### config.mk
export PLATFORM = sky130hd
export DESIGN_NAME = quad_batch_splitter_flat
export DESIGN_NICKNAME = d
export VERILOG_FILES = /design/src/rtl/core/qbs_pkg.sv /design/src/rtl/core/qbs_if.sv /design/src/rtl/core/qbs_ctrl.sv /design/src/rtl/core/qbs_datapath.sv /design/src/rtl/core/quad_batch_splitter.sv /design/src/flat_wrapper.sv
export SDC_FILE = /design/constraint.sdc
export NUM_CORES = 1
export LEC_CHECK = 0
export BUFFER_PORTS_ARGS = -buffer_cell sky130_fd_sc_hd__buf_2
export CORE_ASPECT_RATIO = 1.25
export CORE_MARGIN = 4
export CORE_UTILIZATION = 30
export CTS_CLUSTER_DIAMETER = 200
export DETAILED_ROUTE_END_ITERATION = 7
export GPL_ROUTABILITY_DRIVEN = 0
export SYNTH_ARGS = -nofsm -noshare
export SYNTH_HDL_FRONTEND = slang
export SYNTH_SLANG_ARGS = --single-unit
### constraint.sdc
create_clock -name i_clk -period 8.14 [get_ports i_clk]
set_input_delay 0.814 -clock i_clk [delete_from_list [all_inputs] [get_ports i_clk]]
set_output_delay 0.814 -clock i_clk [all_outputs]
set_load 0.01 [all_outputs]
### src/rtl/core/qbs_pkg.sv
// ----------------------------------------------------------------------------
// qbs_pkg
// Shared constants, types and control structs of the quad batch splitter.
// ----------------------------------------------------------------------------
package qbs_pkg;

    // texture slot table size and derived widths
    localparam int MAX_SLOTS = 16;
    localparam int SLOT_W    = (MAX_SLOTS > 1) ? $clog2(MAX_SLOTS) : 1;
    localparam int CNT_W     = $clog2(MAX_SLOTS + 1);

    // field widths
    localparam int ID_W      = 16;
    localparam int QUAD_W    = 16;
    localparam int SIDX_W    = 4;
    localparam int BSLOT_W   = 5;
    localparam int IDX_W     = 19;

    localparam logic [QUAD_W-1:0] MAX_QUADS_RESET = 16'd20000;
    localparam logic [QUAD_W-1:0] QUADS_SAT       = 16'hFFFF;

    // request and result codes
    localparam logic REQ_DRAW    = 1'b0;
    localparam logic REQ_FLUSH   = 1'b1;
    localparam logic RES_PLACED  = 1'b0;
    localparam logic RES_EXECUTE = 1'b1;

    typedef enum logic [1:0] {
        S_IDLE,
        S_EVAL,
        S_PLACE
    } t_state;

    // controller to datapath
    typedef struct packed {
        logic in_ready;
        logic emit_exec;
        logic exec_last;
        logic place;
    } t_cmd;

    // datapath to controller
    typedef struct packed {
        logic in_valid;
        logic is_flush;
        logic batch_empty;
        logic close_needed;
        logic out_free;
    } t_status;

    typedef struct packed {
        logic               result_kind;
        logic [SIDX_W-1:0]  slot_index;
        logic               slot_is_new;
        logic [ID_W-1:0]    placed_texture;
        logic [ID_W-1:0]    batch_shader;
        logic [QUAD_W-1:0]  batch_quads;
        logic [BSLOT_W-1:0] batch_slots;
        logic [IDX_W-1:0]   batch_indices;
        logic               last;
    } t_result;

endpackage

### src/rtl/core/qbs_if.sv
// ----------------------------------------------------------------------------
// qbs_if
// Handshake channels of the quad batch splitter: requests, results, config.
// ----------------------------------------------------------------------------
interface qbs_req_if import qbs_pkg::*; ();
    logic            valid;
    logic            ready;
    logic            req_type;
    logic [ID_W-1:0] shader_id;
    logic [ID_W-1:0] texture_id;

    modport source (output valid, req_type, shader_id, texture_id, input ready);
    modport sink   (input valid, req_type, shader_id, texture_id, output ready);
endinterface

interface qbs_res_if import qbs_pkg::*; ();
    logic               valid;
    logic               ready;
    logic               result_kind;
    logic [SIDX_W-1:0]  slot_index;
    logic               slot_is_new;
    logic [ID_W-1:0]    placed_texture;
    logic [ID_W-1:0]    batch_shader;
    logic [QUAD_W-1:0]  batch_quads;
    logic [BSLOT_W-1:0] batch_slots;
    logic [IDX_W-1:0]   batch_indices;
    logic               last;

    modport source (output valid, result_kind, slot_index, slot_is_new, placed_texture,
                    batch_shader, batch_quads, batch_slots, batch_indices, last,
                    input ready);
    modport sink   (input valid, result_kind, slot_index, slot_is_new, placed_texture,
                    batch_shader, batch_quads, batch_slots, batch_indices, last,
                    output ready);
endinterface

interface qbs_cfg_if import qbs_pkg::*; ();
    logic              valid;
    logic              ready;
    logic [QUAD_W-1:0] max_quads;

    modport source (output valid, max_quads, input ready);
    modport sink   (input valid, max_quads, output ready);
endinterface

### src/rtl/core/qbs_ctrl.sv
// ----------------------------------------------------------------------------
// qbs_ctrl
// Sequencer: takes one item, evaluates it, emits a batch close and/or a
// placement into the output register, or nothing for an empty-batch flush.
// ----------------------------------------------------------------------------
module qbs_ctrl import qbs_pkg::*; (
    input  logic    i_clk,
    input  logic    i_rst_n,
    input  t_status i_status,
    output t_cmd    o_cmd
);

    t_state r_state;
    t_state n_state;

    // state register
    always_ff @(posedge i_clk) begin
        if (!i_rst_n) begin
            r_state <= S_IDLE;
        end else begin
            r_state <= n_state;
        end
    end

    // next state and commands
    always_comb begin
        n_state         = r_state;
        o_cmd.in_ready  = 1'b0;
        o_cmd.emit_exec = 1'b0;
        o_cmd.exec_last = 1'b0;
        o_cmd.place     = 1'b0;
        unique case (r_state)
            S_IDLE: begin
                o_cmd.in_ready = 1'b1;
                if (i_status.in_valid) begin
                    n_state = S_EVAL;
                end
            end
            S_EVAL: begin
                priority if (i_status.is_flush && i_status.batch_empty) begin
                    n_state = S_IDLE;
                end else if (!i_status.out_free) begin
                    n_state = S_EVAL;
                end else if (i_status.is_flush) begin
                    o_cmd.emit_exec = 1'b1;
                    o_cmd.exec_last = 1'b1;
                    n_state         = S_IDLE;
                end else if (i_status.close_needed) begin
                    o_cmd.emit_exec = 1'b1;
                    n_state         = S_PLACE;
                end else begin
                    o_cmd.place = 1'b1;
                    n_state     = S_IDLE;
                end
            end
            S_PLACE: begin
                if (i_status.out_free) begin
                    o_cmd.place = 1'b1;
                    n_state     = S_IDLE;
                end
            end
            default: begin
                n_state = S_IDLE;
            end
        endcase
    end

endmodule

### src/rtl/core/qbs_datapath.sv
// ----------------------------------------------------------------------------
// qbs_datapath
// Input register, slot table with parallel compare, batch counters,
// max_quads register and the output register.
// ----------------------------------------------------------------------------
module qbs_datapath import qbs_pkg::*; (
    input  logic          i_clk,
    input  logic          i_rst_n,
    input  t_cmd          i_cmd,
    output t_status       o_status,
    qbs_req_if.sink       i_req,
    qbs_res_if.source     o_res,
    qbs_cfg_if.sink       i_cfg
);

    logic              r_req_type;
    logic [ID_W-1:0]   r_shader;
    logic [ID_W-1:0]   r_texture;
    logic [QUAD_W-1:0] r_max_quads;
    logic [ID_W-1:0]   r_cur_shader;
    logic [CNT_W-1:0]  r_slots_used;
    logic [QUAD_W-1:0] r_quads;
    logic [ID_W-1:0]   r_slot_table [MAX_SLOTS];
    t_result           r_out;
    logic              r_out_valid;

    logic              hit;
    logic [SLOT_W-1:0] hit_idx;
    logic [CNT_W-1:0]  slot;
    logic              table_full;
    logic              batch_empty;
    logic [ID_W-1:0]   place_shader;
    logic              out_free;
    logic [IDX_W-1:0]  quads_ext;

    assign i_req.ready = i_cmd.in_ready;
    assign i_cfg.ready = 1'b1;

    // input item register
    always_ff @(posedge i_clk) begin
        if (i_req.valid && i_req.ready) begin
            r_req_type <= i_req.req_type;
            r_shader   <= i_req.shader_id;
            r_texture  <= i_req.texture_id;
        end
    end

    // parallel slot compare, lowest matching slot wins
    always_comb begin
        hit     = 1'b0;
        hit_idx = '0;
        for (int i = MAX_SLOTS - 1; i >= 0; i--) begin
            if ((CNT_W'(i) < r_slots_used) && (r_slot_table[i] == r_texture)) begin
                hit     = 1'b1;
                hit_idx = SLOT_W'(i);
            end
        end
    end

    assign table_full   = (r_slots_used >= CNT_W'(MAX_SLOTS));
    assign batch_empty  = (r_quads == '0);
    assign slot         = hit ? CNT_W'(hit_idx) : r_slots_used;
    assign place_shader = batch_empty ? r_shader : r_cur_shader;
    assign out_free     = !r_out_valid || o_res.ready;
    assign quads_ext    = IDX_W'(r_quads);

    // status to the controller
    always_comb begin
        o_status.in_valid     = i_req.valid;
        o_status.is_flush     = (r_req_type == REQ_FLUSH);
        o_status.batch_empty  = batch_empty;
        o_status.close_needed = !batch_empty &&
                                ((r_shader != r_cur_shader) ||
                                 (!hit && table_full) ||
                                 (r_quads >= r_max_quads));
        o_status.out_free     = out_free;
    end

    // config register
    always_ff @(posedge i_clk) begin
        if (!i_rst_n) begin
            r_max_quads <= MAX_QUADS_RESET;
        end else if (i_cfg.valid && i_cfg.ready) begin
            r_max_quads <= i_cfg.max_quads;
        end
    end

    // batch state
    always_ff @(posedge i_clk) begin
        if (!i_rst_n) begin
            r_cur_shader <= '0;
            r_slots_used <= '0;
            r_quads      <= '0;
        end else if (i_cmd.emit_exec) begin
            r_slots_used <= '0;
            r_quads      <= '0;
        end else if (i_cmd.place) begin
            r_cur_shader <= place_shader;
            if (!hit && !table_full) begin
                r_slots_used <= r_slots_used + CNT_W'(1);
            end
            if (r_quads != QUADS_SAT) begin
                r_quads <= r_quads + QUAD_W'(1);
            end
        end
    end

    // slot table, no reset: only entries below the fill count are read
    always_ff @(posedge i_clk) begin
        if (i_cmd.place && !hit && !table_full) begin
            r_slot_table[r_slots_used[SLOT_W-1:0]] <= r_texture;
        end
    end

    // output register
    always_ff @(posedge i_clk) begin
        if (!i_rst_n) begin
            r_out_valid <= 1'b0;
        end else if (i_cmd.emit_exec || i_cmd.place) begin
            r_out_valid <= 1'b1;
        end else if (o_res.ready) begin
            r_out_valid <= 1'b0;
        end
    end

    always_ff @(posedge i_clk) begin
        if (i_cmd.emit_exec) begin
            r_out.result_kind    <= RES_EXECUTE;
            r_out.slot_index     <= '0;
            r_out.slot_is_new    <= 1'b0;
            r_out.placed_texture <= '0;
            r_out.batch_shader   <= r_cur_shader;
            r_out.batch_quads    <= r_quads;
            r_out.batch_slots    <= BSLOT_W'(r_slots_used);
            r_out.batch_indices  <= (quads_ext << 2) + (quads_ext << 1);
            r_out.last           <= i_cmd.exec_last;
        end else if (i_cmd.place) begin
            r_out.result_kind    <= RES_PLACED;
            r_out.slot_index     <= SIDX_W'(slot);
            r_out.slot_is_new    <= !hit;
            r_out.placed_texture <= r_texture;
            r_out.batch_shader   <= place_shader;
            r_out.batch_quads    <= '0;
            r_out.batch_slots    <= '0;
            r_out.batch_indices  <= '0;
            r_out.last           <= 1'b1;
        end
    end

    assign o_res.valid          = r_out_valid;
    assign o_res.result_kind    = r_out.result_kind;
    assign o_res.slot_index     = r_out.slot_index;
    assign o_res.slot_is_new    = r_out.slot_is_new;
    assign o_res.placed_texture = r_out.placed_texture;
    assign o_res.batch_shader   = r_out.batch_shader;
    assign o_res.batch_quads    = r_out.batch_quads;
    assign o_res.batch_slots    = r_out.batch_slots;
    assign o_res.batch_indices  = r_out.batch_indices;
    assign o_res.last           = r_out.last;

    // checks
    a_slots_bound: assert property (@(posedge i_clk) disable iff (!i_rst_n)
        r_slots_used <= CNT_W'(MAX_SLOTS))
        else $error("slot fill count beyond table size");

    a_no_overwrite: assert property (@(posedge i_clk) disable iff (!i_rst_n)
        (i_cmd.emit_exec || i_cmd.place) |-> out_free)
        else $error("result loaded while output register busy");

    a_close_clears: assert property (@(posedge i_clk) disable iff (!i_rst_n)
        i_cmd.emit_exec |=> (r_quads == '0) && (r_slots_used == '0))
        else $error("batch not cleared after close");

    a_placed_nonempty: assert property (@(posedge i_clk) disable iff (!i_rst_n)
        i_cmd.place |=> (r_quads != '0) && (r_slots_used != '0))
        else $error("placement left batch empty");

endmodule

### src/rtl/core/quad_batch_splitter.sv
// An accepted item is held in the input register and evaluated; its result,
// if any, goes into the output register once that register is free, and a
// draw that closes a batch gives the executed report first, then placement.
// One item at a time; a stalled sink holds the single output register.
// Reset: synchronous active low; batch empty, shader 0, max_quads 20000.
// ----------------------------------------------------------------------------
// quad_batch_splitter
// Splits quad draw commands into batches by shader, texture slots and quad
// count, reporting each placement and each executed batch.
// ----------------------------------------------------------------------------
module quad_batch_splitter import qbs_pkg::*; (
    input  logic       i_clk,
    input  logic       i_rst_n,
    qbs_req_if.sink    i_req,
    qbs_res_if.source  o_res,
    qbs_cfg_if.sink    i_cfg
);

    t_cmd    cmd;
    t_status status;

    // sequencer
    qbs_ctrl u_ctrl (
        .i_clk    (i_clk),
        .i_rst_n  (i_rst_n),
        .i_status (status),
        .o_cmd    (cmd)
    );

    // batch datapath
    qbs_datapath u_datapath (
        .i_clk    (i_clk),
        .i_rst_n  (i_rst_n),
        .i_cmd    (cmd),
        .o_status (status),
        .i_req    (i_req),
        .o_res    (o_res),
        .i_cfg    (i_cfg)
    );

endmodule

### src/flat_wrapper.sv
// flat-port wrapper written by rule: the top's interface ports become plain ports
module quad_batch_splitter_flat import qbs_pkg::*;
  (i_clk, i_rst_n, i_req_valid, i_req_req_type, i_req_shader_id, i_req_texture_id, i_req_ready, o_res_valid, o_res_result_kind, o_res_slot_index, o_res_slot_is_new, o_res_placed_texture, o_res_batch_shader, o_res_batch_quads, o_res_batch_slots, o_res_batch_indices, o_res_last, o_res_ready, i_cfg_valid, i_cfg_max_quads, i_cfg_ready);
  qbs_req_if i_req_i ();
  qbs_res_if o_res_i ();
  qbs_cfg_if i_cfg_i ();
  input  logic i_clk;
  input  logic i_rst_n;
  input wire logic [$bits(i_req_i.valid)-1:0] i_req_valid;
  input wire logic [$bits(i_req_i.req_type)-1:0] i_req_req_type;
  input wire logic [$bits(i_req_i.shader_id)-1:0] i_req_shader_id;
  input wire logic [$bits(i_req_i.texture_id)-1:0] i_req_texture_id;
  output wire logic [$bits(i_req_i.ready)-1:0] i_req_ready;
  output wire logic [$bits(o_res_i.valid)-1:0] o_res_valid;
  output wire logic [$bits(o_res_i.result_kind)-1:0] o_res_result_kind;
  output wire logic [$bits(o_res_i.slot_index)-1:0] o_res_slot_index;
  output wire logic [$bits(o_res_i.slot_is_new)-1:0] o_res_slot_is_new;
  output wire logic [$bits(o_res_i.placed_texture)-1:0] o_res_placed_texture;
  output wire logic [$bits(o_res_i.batch_shader)-1:0] o_res_batch_shader;
  output wire logic [$bits(o_res_i.batch_quads)-1:0] o_res_batch_quads;
  output wire logic [$bits(o_res_i.batch_slots)-1:0] o_res_batch_slots;
  output wire logic [$bits(o_res_i.batch_indices)-1:0] o_res_batch_indices;
  output wire logic [$bits(o_res_i.last)-1:0] o_res_last;
  input wire logic [$bits(o_res_i.ready)-1:0] o_res_ready;
  input wire logic [$bits(i_cfg_i.valid)-1:0] i_cfg_valid;
  input wire logic [$bits(i_cfg_i.max_quads)-1:0] i_cfg_max_quads;
  output wire logic [$bits(i_cfg_i.ready)-1:0] i_cfg_ready;
  assign i_req_i.valid = i_req_valid;
  assign i_req_i.req_type = i_req_req_type;
  assign i_req_i.shader_id = i_req_shader_id;
  assign i_req_i.texture_id = i_req_texture_id;
  assign i_req_ready = i_req_i.ready;
  assign o_res_valid = o_res_i.valid;
  assign o_res_result_kind = o_res_i.result_kind;
  assign o_res_slot_index = o_res_i.slot_index;
  assign o_res_slot_is_new = o_res_i.slot_is_new;
  assign o_res_placed_texture = o_res_i.placed_texture;
  assign o_res_batch_shader = o_res_i.batch_shader;
  assign o_res_batch_quads = o_res_i.batch_quads;
  assign o_res_batch_slots = o_res_i.batch_slots;
  assign o_res_batch_indices = o_res_i.batch_indices;
  assign o_res_last = o_res_i.last;
  assign o_res_i.ready = o_res_ready;
  assign i_cfg_i.valid = i_cfg_valid;
  assign i_cfg_i.max_quads = i_cfg_max_quads;
  assign i_cfg_ready = i_cfg_i.ready;
  quad_batch_splitter u_core (.i_clk(i_clk), .i_rst_n(i_rst_n), .i_req(i_req_i), .o_res(o_res_i), .i_cfg(i_cfg_i));
endmodule
==> results.sh, run 1 <==
export IMPL_cts_reportedPaths_clkPinSlew_ns=0.06
export IMPL_final_hold_violation_count=0
export IMPL_maxSlewHeadroom_pct=18.9
export IMPL_antenna_cells=0
export IMPL_combPwrFrac_pct=8.4
export IMPL_die_width_um=237
export IMPL_hpwl_mm=32.3
export IMPL_die_h_um=295
export IMPL_synth_fp_nets=1666
export IMPL_fin_crit_ns=4.99
export IMPL_ctsHoldBuffers=0
export IMPL_vias=12513
export IMPL_cts_buffers=42
export IMPL_yosysUniqueCellTypes=69
export IMPL_p_seq_share_pct=51.2
export IMPL_postSynthCellCount=1563
export IMPL_ys_seq_elements=422
export IMPL_firstDrtPassIters=7
export IMPL_grt_pass1_wl_mm=74.5
export IMPL_skew_ns=0.0190
export IMPL_p_switching_mw=1.14
export IMPL_grt_busiest_layer="met2"
export IMPL_worst_endpoint_arrival_ns=5.15
export IMPL_ys_flop_type="edfxtp_1"
export IMPL_initial_core_util_pct=30.5
export IMPL_drive_gt1_share_pct=14.2
export IMPL_drt_initial_drc_count=723
export IMPL_multi_input_area_um2=7340
export IMPL_use_met3_pct=2.09
export IMPL_grt_pass1_vias=12664
export IMPL_cap_viol_max_count=0
export IMPL_postCtsSetupRepairBufs=0
export IMPL_end_kind="flop"
export IMPL_grt_max_degree=61
export IMPL_clkPwrFrac_pct=40.4
export IMPL_hp_class="in -> reg"
export IMPL_ir_drop_mv=0.124
export IMPL_ant_nets=0
export IMPL_synth_top_area_share_pct=52.3
export IMPL_synth_area_leaders="edfxtp_1 52%, dfxtp_1 7.9%, xor2_1 6.3%"
export IMPL_status="completed"
export IMPL_fmax_mhz=200
export IMPL_setup_viol=0
export IMPL_clkSinkCount=422
export IMPL_async_flop_share_pct=0
export IMPL_core_area_um2=64800
export IMPL_clockBufferDepth=3
export IMPL_port_buffers=133
export IMPL_clockRootBuffer="clkbuf_16"
export IMPL_fin_tns_setup_ns=0
export IMPL_synth_area_per_cell_um2=12.6
export IMPL_insertion_delay_ns=0.56
export IMPL_drt_total_wl_mm=49.2
export IMPL_grt_overflow=0
export IMPL_met1_usage_pct=15.8
export IMPL_synth_warnings=0
export IMPL_pre_cts_ws_ns=3.14
export IMPL_cts_tree="yes"
export IMPL_vias_per_cell=4.87
export IMPL_syn_area_um2=19700
export IMPL_intPower_mw=3.68
export IMPL_required_ns=8.30
export IMPL_grt_usage_pct=13.6
export IMPL_fin_crit_sh_pct=61.3
export IMPL_seq_area_frac_synth_pct=60.2
export IMPL_fillers=6348
export IMPL_dieArea_um2=70000
export IMPL_maxSlewViolCount=0
export IMPL_htreeDepth=2
export IMPL_critPathMaxFanout=18
export IMPL_worst_slack_ns=3.15
export IMPL_cts_resized=0
export IMPL_nets=1794
export IMPL_p_leak_nw=7.96
export IMPL_regArea_um2=11900
export IMPL_row_count=104
export IMPL_synth_largest_area_cell="edfxtp_1"
export IMPL_tightest_slew_ns=1.21
export IMPL_area_growth_pct=15.0
export IMPL_switching_share_pct=23.7
export IMPL_synth_edf_count=344
export IMPL_critical_path_class="reg -> reg"
export IMPL_wl_per_cell_um=19.1
export IMPL_io_pins=136
export IMPL_powerDensity_nw_per_um2=212
export IMPL_use_met2_pct=25.3
export IMPL_rsz0062_at_grt="false"
export IMPL_antenna_found_initial=0
export IMPL_start_kind="flop"
export IMPL_drc=0
[power groups by stage]
stage	Clock, mW	Combinational [mW]	Sequential, mW
floorplan	0	0.224	2.53
global placement	0	0.406	2.52
detailed placement	0	0.411	2.52
CTS	2.00	0.413	2.47
global route	2.09	0.444	2.48
finish	1.95	0.405	2.47
[layer usage]
metal	up-vias	share of wire, %
met5	-	0
met4	0	3.2
met3	95	4.3
met2	339	52
met1	6123	40
li1	5956	-
[path summary, 6_finish.rpt]
check / cells past startpoint / start / endpoint / slack [ns]
setup / recovery: 7 / u_core.u_datapath.r_slots_used[3]$_SDFFE_PP0P_ / u_core.u_datapath.r_slot_table[3][8]$_DFFE_PP_ / 3.15
hold reg to reg: 1 / u_core.u_datapath.o_res.result_kind$_SDFFE_PP1P_ / u_core.u_datapath.o_res.result_kind$_SDFFE_PP1P_ / 0.45
hold / removal: 1 / i_req_texture_id[10] / u_core.u_datapath.r_texture[10]$_DFFE_PP_ / 0.43
setup reg to reg: 7 / u_core.u_datapath.r_slots_used[3]$_SDFFE_PP0P_ / u_core.u_datapath.r_slot_table[3][8]$_DFFE_PP_ / 3.15
[critical path, stage by stage (launching register included)]
cell and delay [ns]:
dfxtp_1 0.55, and2_1 0.39, a21oi_1 0.34, nor4_1 0.19, nor4_1 0.84, nand4_4 0.39, nor4_1 0.78, nor3b_2 1.08
[sequential cells by signal, summed over array words and instances, names as in the netlist]
register,flops
u_core.u_datapath.o_res.batch_indices,18
u_core.u_datapath.o_res.batch_quads,15
u_core.u_datapath.r_slot_table,256
u_core.u_datapath.o_res.valid,1
u_core.u_datapath.o_res.slot_is_new,1
u_core.u_datapath.r_texture,16
u_core.u_datapath.r_shader,16
u_core.u_datapath.o_res.batch_slots,5
u_core.u_datapath.r_max_quads,16
u_core.u_datapath.o_res.slot_index,4
u_core.u_datapath.r_req_type,1
u_core.u_datapath.r_slots_used,5
u_core.u_datapath.r_quads,16
u_core.u_datapath.o_res.result_kind,1
u_core.u_datapath.o_res.batch_shader,16
u_core.u_datapath.r_cur_shader,16
u_core.u_datapath.o_res.placed_texture,16
u_core.u_datapath.o_res.last,1
u_core.u_ctrl.r_state,2
[layout make-up]
class | count | share of cell area (%)
Sequential cell | 422 | 52.4
Clock inverter | 19 | 0.760
Tap cell | 848 | 4.67
Multi-Input combinational cell | 1018 | 32.3
Clock buffer | 58 | 5.37
Inverter | 50 | 0.826
Timing Repair Buffer | 157 | 3.72
[layout by cell type (no fill, tap or decap), types with 46 or more instances in the layout]
cell / n
nand4_1: 55
nor2_1: 49
xnor2_1: 141
ha_1: 48
nand2_1: 127
buf_2: 133
inv_1: 49
dfxtp_1: 78
nor4_1: 59
xor2_1: 143
edfxtp_1: 344
clkbuf_16: 46
[synthesized netlist by cell type, drive strengths merged, types with 36 or more instances]
cell,instances
edfxtp,344
nand2,127
xnor2,141
a21oi,43
nand4,56
buf,45
and2,36
dfxtp,78
mux2i,45
ha,48
nor4,60
inv,50
nor2,49
xor2,143
[cells by family (layout without fill, tap and decap cells)]
group	Yosys count	after routing	share of synthesized area [%]
buf+inv	123	284	2.90
xor+xnor	284	284	12.6
mux	46	46	2.34
flops	422	422	60.2
other cells	2	2	0.0380
compound gates	128	128	4.32
simple gates	509	509	14.4
fa+ha+maj	49	49	3.14
[per-stage QoR]
stage	instance area [um^2]	cells	utilization, %	total power, mW	hold slack (ns)
finish	22700	2572	35.1	4.83	0.435
global route	22700	2572	35.1	5.01	0.409
floorplan	19700	1563	-	2.75	0.460
CTS	22700	2572	35.0	4.89	0.400
global placement	21300	2495	32.9	2.92	0.438
detailed placement	21300	2495	32.9	2.93	0.445
No activity file was read; power rests on OpenSTA's default activity.
==> run 2, diff against run 1 <==
Clock period 8.14 ns to 4.3 ns, I/O delays scaled along.
==> results.sh, run 2 (synthesis results as in run 1) <==
export IMPL_vias=12683
export IMPL_pre_cts_ws_ns=0.196
export IMPL_end_kind="flop"
export IMPL_critical_path_cell_chain="xor2_1 -> nor4b_1 -> nand3_1 -> nor4_1 -> buf_4 -> nor4_1 -> nand4_4 -> nor3_2 -> and3_1"
export IMPL_fmax_mhz=244
export IMPL_p_leak_nw=8.35
export IMPL_drc=0
export IMPL_required_ns=4.49
export IMPL_row_count=104
export IMPL_postCtsSetupRepairBufs=0
export IMPL_fin_crit_ns=4.11
export IMPL_cp_common_cell="nor4_1"
export IMPL_rsz0062_at_grt="false"
export IMPL_path_delay_family="simple AND/OR/NAND/NOR gates"
export IMPL_clkSinkCount=422
export IMPL_grt_max_degree=56
export IMPL_worst_slack_ns=0.194
export IMPL_switching_share_pct=23.0
export IMPL_fin_crit_sh_pct=95.5
export IMPL_nets=1843
export IMPL_vias_per_cell=4.84
export IMPL_dieArea_um2=70000
export IMPL_clockBufferDepth=3
export IMPL_die_h_um=295
export IMPL_drt_initial_drc_count=716
export IMPL_cts_reportedPaths_clkPinSlew_ns=0.06
export IMPL_wl_per_cell_um=18.9
export IMPL_layout_common_cells="344 x edfxtp_1, 143 x xor2_1, 141 x xnor2_1"
export IMPL_grt_usage_pct=13.8
export IMPL_path_buf_inv=1
export IMPL_hpwl_mm=33.9
export IMPL_antenna_found_initial=0
export IMPL_ctsHoldBuffers=0
export IMPL_maxSlewViolCount=0
export IMPL_fin_util_pct=36.1
export IMPL_insertion_delay_ns=0.56
export IMPL_tightest_slew_ns=0.942
export IMPL_fillers=6237
export IMPL_hp_class="in -> reg"
export IMPL_io_pins=136
export IMPL_antenna_cells=0
export IMPL_combPwrFrac_pct=8.7
export IMPL_post_dp_cell_area_um2=21900
export IMPL_die_width_um=237
export IMPL_cts_buffers=42
export IMPL_p_total_mw=9.37
export IMPL_area_growth_pct=18.5
export IMPL_maxSlewHeadroom_pct=36.4
export IMPL_setup_viol=0
export IMPL_final_hold_violation_count=0
export IMPL_cts_resized=0
export IMPL_port_buffers=133
export IMPL_ir_drop_mv=0.236
export IMPL_ant_nets=0
export IMPL_multi_input_area_um2=7330
export IMPL_layout_cells_most_common="edfxtp_1"
export IMPL_slowest_stage="edfxtp_1"
export IMPL_grt_overflow=0
export IMPL_drive_gt1_share_pct=16.5
export IMPL_stdcell_area_um2=23400
export IMPL_largest_register_ffs=256
export IMPL_clkPwrFrac_pct=41.6
export IMPL_fin_tns_setup_ns=0
export IMPL_initial_core_util_pct=30.5
export IMPL_core_area_um2=64800
export IMPL_cap_viol_max_count=0
export IMPL_drt_total_wl_mm=49.5
export IMPL_start_kind="flop"
export IMPL_skew_ns=0.0362
export IMPL_clockRootBuffer="clkbuf_16"
export IMPL_powerDensity_nw_per_um2=401
export IMPL_p_seq_share_pct=49.8
export IMPL_intPower_mw=7.22
export IMPL_cts_tree="yes"
export IMPL_slowest_delay_ns=0.85
export IMPL_grt_pass1_wl_mm=76.7
export IMPL_p_switching_mw=2.15
export IMPL_htreeDepth=2
export IMPL_critical_path_class="reg -> reg"
export IMPL_regArea_um2=11900
export IMPL_critPathMaxFanout=16
export IMPL_status="completed"
export IMPL_worst_endpoint_arrival_ns=4.29
export IMPL_firstDrtPassIters=5
export IMPL_grt_pass1_vias=13084
-- run 2: cell count changes in the layout (fill, tap and decap cells not counted), sizes merged --
| cell | delta |
|---|---|
| buf | +49 |
| bufinv | +4 |
| clkinvlp | -3 |
| clkinv | +1 |
| inv | -2 |
-- run 2: final timing paths --
kind	start	to	slack (ns)	cells after the start
hold / removal	i_req_texture_id[8]	u_core.u_datapath.r_texture[8]$_DFFE_PP_	0.05	1
hold reg to reg	u_core.u_datapath.o_res.result_kind$_SDFFE_PP1P_	u_core.u_datapath.o_res.result_kind$_SDFFE_PP1P_	0.46	1
setup / recovery	u_core.u_datapath.r_texture[2]$_DFFE_PP_	u_core.u_datapath.r_slot_table[14][8]$_DFFE_PP_	0.19	9
setup reg to reg	u_core.u_datapath.r_texture[2]$_DFFE_PP_	u_core.u_datapath.r_slot_table[14][8]$_DFFE_PP_	0.19	9
-- run 2: area by class of cell --
type | count | area share, %
timing repair buffer | 206 | 6.15
multi-input combinational | 1018 | 31.3
sequential | 422 | 50.8
clock inverter | 19 | 1.19
clock buffer | 58 | 5.15
inverter | 50 | 0.802
tap | 848 | 4.54
-- run 2: through the flow --
stage	hold slack, ns	instances
after floorplan	0.460	1563
after global placement	0.440	2544
after detailed placement	0.453	2544
after CTS	0.00755	2621
after global routing	0.0196	2621
final	0.0454	2621
-- run 2: power groups by stage --
stage / registers [mW] / logic, mW / clock network [mW]
6_report: 4.67 / 0.812 / 3.90
5_1_grt: 4.68 / 0.891 / 4.16
4_1_cts: 4.67 / 0.825 / 4.00
3_5_place_dp: 4.76 / 0.821 / 0
3_3_place_gp: 4.75 / 0.812 / 0
2_1_floorplan: 4.78 / 0.424 / 0
-- run 2: routing by layer --
layer,wire (um),up-vias,global-route usage [%],part of all wire [%]
li1,-,6053,-,-
met1,19300,6245,15.5,39
met2,26700,298,26.7,54
met3,1900,87,1.93,3.8
met4,1610,0,4.53,3.2
met5,0,-,0,0
==> run 3, diff against run 2 <==
Settings changed: ABC_AREA set to 1, CORE_ASPECT_RATIO 1.25 to not set, RECOVER_POWER set to 50.
==> results.sh, run 3 <==
export IMPL_setup_viol=0
export IMPL_synth_area_per_cell_um2=8.90
export IMPL_fin_tns_setup_ns=0
export IMPL_yosysMostFrequentCell="nand2_1"
export IMPL_core_area_um2=70300
export IMPL_synth_edf_count=344
export IMPL_fin_crit_sh_pct=91.3
export IMPL_largest_register_ffs=256
export IMPL_synth_top_area_share_pct=48.4
export IMPL_nets=2686
export IMPL_antenna_found_initial=0
export IMPL_synth_commonest_cells="697 x nand2_1, 344 x edfxtp_1, 300 x nor2_1, 293 x inv_1, 93 x nand3_1"
export IMPL_critical_path_class="reg -> reg"
export IMPL_end_kind="flop"
export IMPL_maxSlewViolCount=0
export IMPL_multi_input_area_um2=7780
export IMPL_skew_ns=0.0241
export IMPL_drt_total_wl_mm=63.5
export IMPL_grt_usage_pct=16.5
export IMPL_firstDrtPassIters=5
export IMPL_p_leak_nw=10.2
export IMPL_async_flop_share_pct=0
export IMPL_synth_largest_area_cell="edfxtp_1"
export IMPL_drc=0
export IMPL_ir_drop_mv=0.414
export IMPL_clockBufferDepth=3
export IMPL_maxSlewHeadroom_pct=18.4
export IMPL_postSynthCellCount=2398
export IMPL_antenna_cells=0
export IMPL_row_count=97
export IMPL_vias_per_cell=4.66
export IMPL_grt_pass1_wl_mm=94.5
export IMPL_drive_gt1_share_pct=8.17
export IMPL_final_hold_violation_count=0
export IMPL_syn_area_um2=21300
export IMPL_ys_seq_elements=422
export IMPL_tightest_slew_ns=1.22
export IMPL_clockRootBuffer="clkbuf_16"
export IMPL_cts_buffers=44
export IMPL_dieArea_um2=75400
export IMPL_insertion_delay_ns=0.58
export IMPL_wl_per_cell_um=17.8
export IMPL_grt_max_degree=34
export IMPL_hold_ws_ns=0.0300
export IMPL_die_width_um=275
export IMPL_cts_tree="yes"
export IMPL_area_growth_pct=15.4
export IMPL_drt_initial_drc_count=1464
export IMPL_required_ns=4.74
export IMPL_initial_core_util_pct=30.4
export IMPL_port_buffers=133
export IMPL_rsz0062_at_grt="false"
export IMPL_hp_class="in -> reg"
export IMPL_status="completed"
export IMPL_layout_common_cells="697 x nand2_1, 344 x edfxtp_1, 300 x nor2_1"
export IMPL_fin_util_pct=35.0
export IMPL_powerDensity_nw_per_um2=414
export IMPL_grt_overflow=0
export IMPL_fin_crit_ns=3.92
export IMPL_grt_pass1_vias=15708
export IMPL_critPathMaxFanout=32
export IMPL_ys_flop_type="edfxtp_1"
export IMPL_synth_fp_nets=2501
export IMPL_cap_viol_max_count=0
export IMPL_instances_no_fill=3559
export IMPL_synth_warnings=0
export IMPL_postCtsSetupRepairBufs=0
export IMPL_fmax_mhz=255
export IMPL_yosysUniqueCellTypes=55
export IMPL_stdcell_area_um2=24600
export IMPL_htreeDepth=2
export IMPL_seq_area_frac_synth_pct=55.7
export IMPL_synth_area_leaders="edfxtp_1 48%, nand2_1 12%, dfxtp_1 7.3%"
export IMPL_p_total_mw=10.2
export IMPL_clkSinkCount=422
export IMPL_start_kind="flop"
export IMPL_pre_cts_ws_ns=0.510
export IMPL_hpwl_mm=44.1
export IMPL_cts_reportedPaths_clkPinSlew_ns=0.06
export IMPL_ant_nets=0
export IMPL_vias=16578
export IMPL_r2r_cells=19
export IMPL_worst_slack_ns=0.376
export IMPL_holdPathStages=1
export IMPL_io_pins=136
export IMPL_fillers=7147
export IMPL_layout_cells_most_common="nand2_1"
export IMPL_post_dp_cell_area_um2=23200
export IMPL_dp_cells=3467
export IMPL_die_h_um=275
export IMPL_worst_endpoint_arrival_ns=4.36
export IMPL_regArea_um2=11900
[run 3: worst paths after layout]
kind	startpoint	to	slack (ns)
worst max-delay path	u_core.u_datapath.r_texture[9]$_DFFE_PP_	u_core.u_datapath.o_res.placed_texture[12]$_SDFFE_PP0P_	0.38
worst min-delay path	i_req_shader_id[10]	u_core.u_datapath.r_shader[10]$_DFFE_PP_	0.03
worst max register to register	u_core.u_datapath.r_texture[9]$_DFFE_PP_	u_core.u_datapath.o_res.placed_texture[12]$_SDFFE_PP0P_	0.38
worst min register to register	u_core.u_datapath.o_res.result_kind$_SDFFE_PP1P_	u_core.u_datapath.o_res.result_kind$_SDFFE_PP1P_	0.45
[run 3: power breakdown]
part,leakage (nW),switching (mW),total [mW],internal [mW]
Combinational,5.69,1.05,1.47,0.423
Clock,0.694,1.66,3.87,2.21
Sequential,3.77,0.137,4.84,4.71
[run 3: layout make-up]
class                           instances  share of cell area (%)
Clock buffer                           56                    4.82
Clock inverter                         26                    1.05
Inverter                              313                    4.78
Timing Repair Buffer                  211                    4.68
Tap cell                              940                    4.78
Multi-Input combinational cell       1591                    31.6
Sequential cell                       422                    48.3
[run 3: critical path, stage by stage (launching register included)]
cell and delay [ns]:
edfxtp_1 0.53, clkbuf_1 0.64, nand2_1 0.16, nand2_1 0.10, nor2_1 0.04, nand2_1 0.05
nor2_1 0.03, nand3_1 0.07, nand2_1 0.07, nor2_1 0.25, nand2_1 0.14, nor2_4 0.14
nand2_2 0.08, nand2_2 0.10, nand2_4 0.07, a21oi_4 0.30, inv_2 0.33, nand2_2 0.28
buf_4 0.26, o21ai_1 0.09
[run 3: layer usage]
metal	part of all wire (%)	GRT usage, %	vias up	routed length [um]
met5	0	0	-	0
met2	48	27.8	604	30100
met4	4.2	6.46	0	2650
met3	6.9	3.04	143	4400
met1	41	20.9	7681	26300
li1	-	-	8150	-
[run 3: cell families after synthesis]
| group | count (synthesis) | synth area share [%] |
|---|---|---|
| xor+xnor | 95 | 3.90 |
| buf+inv | 385 | 7.80 |
| compound gates | 211 | 5.41 |
| other cells | 2 | 0.0352 |
| simple gates | 1234 | 24.2 |
| flops | 422 | 55.7 |
| fa+ha+maj | 49 | 2.91 |
[run 3: what timing repair did]
item	CTS	global route
resized for setup	0	0
hold buffers	10	0
endpoints found under the hold margin	10	0
